**src/rtl/dmx_channel_linear_fader_top_assert.svh**
```systemverilog
// Assertion macros used by the fader's top level.
`ifndef DMX_CHANNEL_LINEAR_FADER_TOP_ASSERT_SVH
`define DMX_CHANNEL_LINEAR_FADER_TOP_ASSERT_SVH

// The consequent must hold in the same cycle as the antecedent.
`define DMXF_ASSERT_SAME(label, clk, rst, ante, cons) \
label: assert property (@(posedge clk) disable iff (rst) (ante) |-> (cons)) \
   else $error("fader assertion failed");

// The consequent must hold in the cycle after the antecedent.
`define DMXF_ASSERT_NEXT(label, clk, rst, ante, cons) \
label: assert property (@(posedge clk) disable iff (rst) (ante) |=> (cons)) \
   else $error("fader assertion failed");

`endif

```
**src/rtl/dmxf_pkg.sv**
```systemverilog
// Package with the fader's shared types and constants.
`default_nettype none
package dmxf_pkg;

   // Opcodes of an input item.
   localparam logic [1:0] OP_SET_TARGET = 2'd0;
   localparam logic [1:0] OP_UPDATE     = 2'd1;
   localparam logic [1:0] OP_STOP_ALL   = 2'd2;
   localparam logic [1:0] OP_CLEAR_ALL  = 2'd3;

   // Quotient bits produced by the serial divider.
   localparam int DIV_STEPS = 16;

   typedef struct packed {
      logic [1:0]  opcode;
      logic [1:0]  universe_slot;
      logic [9:0]  channel_address;
      logic [9:0]  target_level;
      logic [23:0] fade_ms;
      logic [31:0] now_ms;
   } req_type;

   typedef struct packed {
      logic [7:0] level;
      logic       fading;
      logic       status;
   } rsp_type;

   // One channel's stored fade record.
   typedef struct packed {
      logic [15:0] cur_level;
      logic [15:0] start_level;
      logic [7:0]  goal_level;
      logic [31:0] start_time;
      logic [23:0] fade_length;
   } chan_type;

   localparam int CHAN_W = $bits(chan_type);

   typedef enum logic [2:0] {
      ST_SWEEP,
      ST_IDLE,
      ST_DECODE,
      ST_READ,
      ST_CALC,
      ST_DINIT,
      ST_DIV,
      ST_APPLY
   } state_type;

   // Commands from the controller to the datapath.
   typedef struct packed {
      logic load;
      logic sweep_start;
      logic sweep_step;
      logic calc;
      logic div_init;
      logic div_step;
      logic commit;
      logic resp_zero;
      logic resp_bad;
   } cmd_type;

   // Status from the datapath to the controller.
   typedef struct packed {
      logic [1:0] opcode;
      logic       bad_addr;
      logic       need_div;
      logic       sweep_last;
   } sts_type;

endpackage
`default_nettype wire

```
**src/rtl/dmxf_ctrl.sv**
```systemverilog
// Controller state machine of the fader.
`default_nettype none
module dmxf_ctrl (
   input  wire logic             clock,
   input  wire logic             reset,
   input  wire logic             start,
   output logic                  busy,
   input  wire dmxf_pkg::sts_type sts,
   output dmxf_pkg::cmd_type     cmd
);
   dmxf_pkg::state_type state_ff, state_in;
   logic [3:0] div_cnt_ff, div_cnt_in;

   // State and divider step counter.
   always_ff @(posedge clock) begin
      if (reset) begin
         state_ff   <= dmxf_pkg::ST_SWEEP;
         div_cnt_ff <= '0;
      end else begin
         state_ff   <= state_in;
         div_cnt_ff <= div_cnt_in;
      end
   end

   // Next state and commands.
   always_comb begin
      state_in   = state_ff;
      div_cnt_in = div_cnt_ff;
      cmd        = '0;
      busy       = (state_ff != dmxf_pkg::ST_IDLE);
      case (state_ff)
         dmxf_pkg::ST_SWEEP: begin
            cmd.sweep_step = 1'b1;
            if (sts.sweep_last) begin
               state_in = dmxf_pkg::ST_IDLE;
            end
         end
         dmxf_pkg::ST_IDLE: begin
            if (start) begin
               cmd.load = 1'b1;
               state_in = dmxf_pkg::ST_DECODE;
            end
         end
         dmxf_pkg::ST_DECODE: begin
            if (sts.opcode == dmxf_pkg::OP_STOP_ALL ||
                sts.opcode == dmxf_pkg::OP_CLEAR_ALL) begin
               cmd.resp_zero   = 1'b1;
               cmd.sweep_start = 1'b1;
               state_in        = dmxf_pkg::ST_SWEEP;
            end else if (sts.bad_addr) begin
               cmd.resp_bad = 1'b1;
               state_in     = dmxf_pkg::ST_IDLE;
            end else begin
               state_in = dmxf_pkg::ST_READ;
            end
         end
         dmxf_pkg::ST_READ: begin
            state_in = dmxf_pkg::ST_CALC;
         end
         dmxf_pkg::ST_CALC: begin
            cmd.calc = 1'b1;
            state_in = dmxf_pkg::ST_DINIT;
         end
         dmxf_pkg::ST_DINIT: begin
            div_cnt_in = '0;
            if (sts.need_div) begin
               cmd.div_init = 1'b1;
               state_in     = dmxf_pkg::ST_DIV;
            end else begin
               state_in = dmxf_pkg::ST_APPLY;
            end
         end
         dmxf_pkg::ST_DIV: begin
            cmd.div_step = 1'b1;
            div_cnt_in   = div_cnt_ff + 4'd1;
            if (div_cnt_ff == 4'(dmxf_pkg::DIV_STEPS - 1)) begin
               state_in = dmxf_pkg::ST_APPLY;
            end
         end
         dmxf_pkg::ST_APPLY: begin
            cmd.commit = 1'b1;
            state_in   = dmxf_pkg::ST_IDLE;
         end
         default: begin
            state_in = dmxf_pkg::ST_IDLE;
         end
      endcase
   end
endmodule
`default_nettype wire

```
**config.mk**
```make
export PLATFORM = sky130hd
export DESIGN_NAME = dmxf_ctrl
export DESIGN_NICKNAME = d
export VERILOG_FILES = /design/src/rtl/dmx_channel_linear_fader_top_assert.svh /design/src/rtl/dmxf_pkg.sv /design/src/rtl/dmxf_ctrl.sv
export SDC_FILE = /design/constraint.sdc
export NUM_CORES = 1
export LEC_CHECK = 0
export BUFFER_PORTS_ARGS = -buffer_cell sky130_fd_sc_hd__buf_2
export CORE_AREA = 3 3 40 42
export CTS_BUF_LIST = sky130_fd_sc_hd__clkbuf_8 sky130_fd_sc_hd__clkbuf_16
export CTS_CLUSTER_SIZE = 30
export DETAILED_ROUTE_END_ITERATION = 16
export DIE_AREA = 0 0 43 45
export SLEW_MARGIN = 15
export SYNTH_ARGS = -nofsm -noshare
export SYNTH_HDL_FRONTEND = slang
export SYNTH_SLANG_ARGS = --single-unit
```
**constraint.sdc**
```tcl
create_clock -name clock -period 1.3 [get_ports clock]
set_input_delay 0.195 -clock clock [delete_from_list [all_inputs] [get_ports clock]]
set_output_delay 0.195 -clock clock [all_outputs]
set_load 0.1 [all_outputs]
```
==> results.cfg <==
[timing]
drv_slew = 0
rsz0062_at_grt = true
fin_crit_sh_pct = 113
relSlewSlack_pct = 82.7
hold_viol_final = 0
timing.fmax_ghz = 0.681
finClkSkew_ns = 0.00276
tightest_slew_ns = 0.259
setup_violations = 9
timing.setup.tns_ns = -0.878
period_needed_ns = 1.47
setup_ws_ns = -0.168

[global_routing]
first_global_vias = 570
grt_pass1_wl_um = 2380
grt_overflow = 0
antenna_found_initial = 0
grt_start_max_net_pins = 13
grt_usage_pct = 16.8

[hold_path]
min_path_type = input port to flop

[synthesis]
synth_cell_type_count = 27
synth_top_area_share_pct = 30.8
synth_area_leaders = dfxtp_1 (31%), a21oi_1 (6.6%), o21ai_0 (6.6%), and3_1 (5.5%), nor4bb_1 (4.4%)
syn_inst = 58
netlist_area_sq_um = 455
synth_warnings = 0
async_flop_share_pct = 0
synth_area_leader_cell = dfxtp_1
synth_fp_nets = 67
synth_edf_count = 0
ys_seq_area_share_pct = 30.8
synth-seq-cells = 7
yosysMostFrequentCell = dfxtp_1
syn_area_per_cell_sq_um = 7.85
synth_commonest_cells = dfxtp_1 (7), a21oi_1 (6), o21ai_0 (6), nand2_1 (5), and3_1 (4)
synth_ff_type = dfxtp_1

[die]
die_h_um = 45
coreArea_sq_mm = 0.00128
initial_core_util_pct = 35.4
rows = 13
die_area_sq_mm = 0.00194
die_w_um = 43
io_pins = 18

[worst_setup_path]
startpoint_type = flop
crit_type = flop to primary output
worstSetupEndpointType = primary output
critPathMaxFanout = 3
worstPathArrival_ns = 1.27
required_ns = 1.11

[route]
drtPass1Iterations = 2
routedWlPerCell_um = 13.3
drtIter0Drc = 6
routed_via_density = 5.23
route.vias.total = 539
routed_wl_um = 1370
drc_errors = 0
antenna_left = 0

[final_layout]
layout.cells.non_filler = 103
antennaDiodeCount = 0
final_util_pct = 71.5
drive_above_1_share_pct = 58.0
num-fill-cells = 97
fin_nets = 98
area_delta_synth_final_pct = 102

[cts]
clk_pin_slew_worst_paths_ns = 0.04
clkSinkCount = 7
cts_tree = done
cts_buffers = 3
root_buffer = clkbuf_8
cts.path.max_buffers = 2
cts.htree.levels = 1
worstSkewPairLatency_ns = 0.23
hold_buffers = 0

[place]
dp.cells = 92
pre_cts_ws_ns = -0.00647
dpl.hpwl_um = 911
io_buffers = 16
place_congestion = 0.767

[power_and_ir_drop]
p_switching_w = 0.000295
combPwrFrac_pct = 38.0
peakVddDrop_mv = 0.588
p_per_area_mw_per_mm2 = 930
p_leak_nw = 0.362
pwr-share-seq_pct = 27.0
p_clk_share_pct = 35.0
internal_power_w = 0.000560
swShare_pct = 34.5

[run]
drv_cap = 0

[run_status]
violations = setup timing
status = finished, violations left
[metrics by stage]
step / instance area, sq um / power, W / hold WS, ns
floorplan: 549 / 0.000428 / 0.254
global placement: 787 / 0.000519 / 0.468
detailed placement: 787 / 0.000520 / 0.473
CTS: 882 / 0.000839 / 0.231
global route: 918 / 0.000891 / 0.269
finish: 918 / 0.000854 / 0.241
[layout by cell type, fill, tap and decap left out]
cell and count:
or3_1 1, nor2b_2 1, a21bo_2 1, a211oi_2 1, buf_2 6, nor4_1 1, mux2_2 1, inv_1 1
nor4bb_4 1, nor3_4 2, nand3b_1 1, clkbuf_8 3, buf_12 10, nand2_1 4, nor2b_4 1, and3_4 2
o21ai_0 6, nand4b_1 1, dfxtp_1 4, nand3_1 3, nor2_1 1, nor4bb_1 1, and2_4 1, a31oi_1 2
a311o_1 1, buf_4 12, ha_1 1, a21oi_1 6, nand2_2 1, and3_2 2, dfxtp_4 2, nor3b_1 1
o31ai_1 1, clkinvlp_4 1, and2_1 1, buf_6 2, dfxtp_2 1
[cells by family (layout without fill, tap and decap cells)]
group	after synthesis	after routing	share of synthesized area, %
buffers and inverters	5	35	5.49
flip-flops	7	7	30.8
adder cells (fa/ha/maj)	1	1	2.75
multiplexers	1	1	2.47
AO/OA/AOI/OAI	18	18	24.7
AND/OR/NAND/NOR	26	26	33.8
[worst paths after layout]
path | startpoint | end | slack (ns) | depth (start not counted)
worst max-delay path | state_ff[0] | cmd[0] | -0.17 | 4
worst min-delay path | reset | state_ff[2] | 0.24 | 2
worst max register to register | state_ff[0] | state_ff[0] | 0.01 | 6
worst min register to register | div_cnt_ff[1] | div_cnt_ff[1] | 0.50 | 2
[critical path: stages (launching register included)]
cell      delay [ns]
dfxtp_2         0.33
buf_6           0.12
nor2b_4         0.13
nor4bb_4        0.26
buf_12          0.21
[flip-flops by register name, indices dropped and copies added (netlist names)]
register and flops:
state_ff 3, div_cnt_ff 4
[cell type report]
type	instances	area [sq um]	area share, %
Clock buffer	3	41.3	4.50
Multi-Input combinational cell	46	355	38.7
Timing Repair Buffer	30	343	37.3
Clock inverter	1	3.75	0.409
Tap cell	15	18.8	2.04
Inverter	1	7.51	0.817
Sequential cell	7	149	16.2
[power by group through the flow]
stage / Clock (W) / Combinational [W] / Sequential (W)
4_1_cts: 0.000305 / 0.000304 / 0.000230
2_1_floorplan: 0 / 0.000192 / 0.000235
3_5_place_dp: 0 / 0.000286 / 0.000234
6_report: 0.000299 / 0.000325 / 0.000231
3_3_place_gp: 0 / 0.000285 / 0.000234
5_1_grt: 0.000321 / 0.000338 / 0.000232
[layer usage]
| layer | track usage (%) | part of all wire [%] | vias up |
|---|---|---|---|
| met3 | 5.18 | 3.8 | 2 |
| met1 | 18.0 | 42 | 252 |
| li1 | - | - | 276 |
| met5 | 0 | 0 | - |
| met4 | 7.23 | 0.66 | 0 |
| met2 | 30.5 | 54 | 9 |
[timing repair]
item	in CTS	in global routing
pin swaps	3	2
setup endpoints to repair	10	11
setup buffers	5	3
resized for setup	7	4
(Power assumes the default switching activity.)
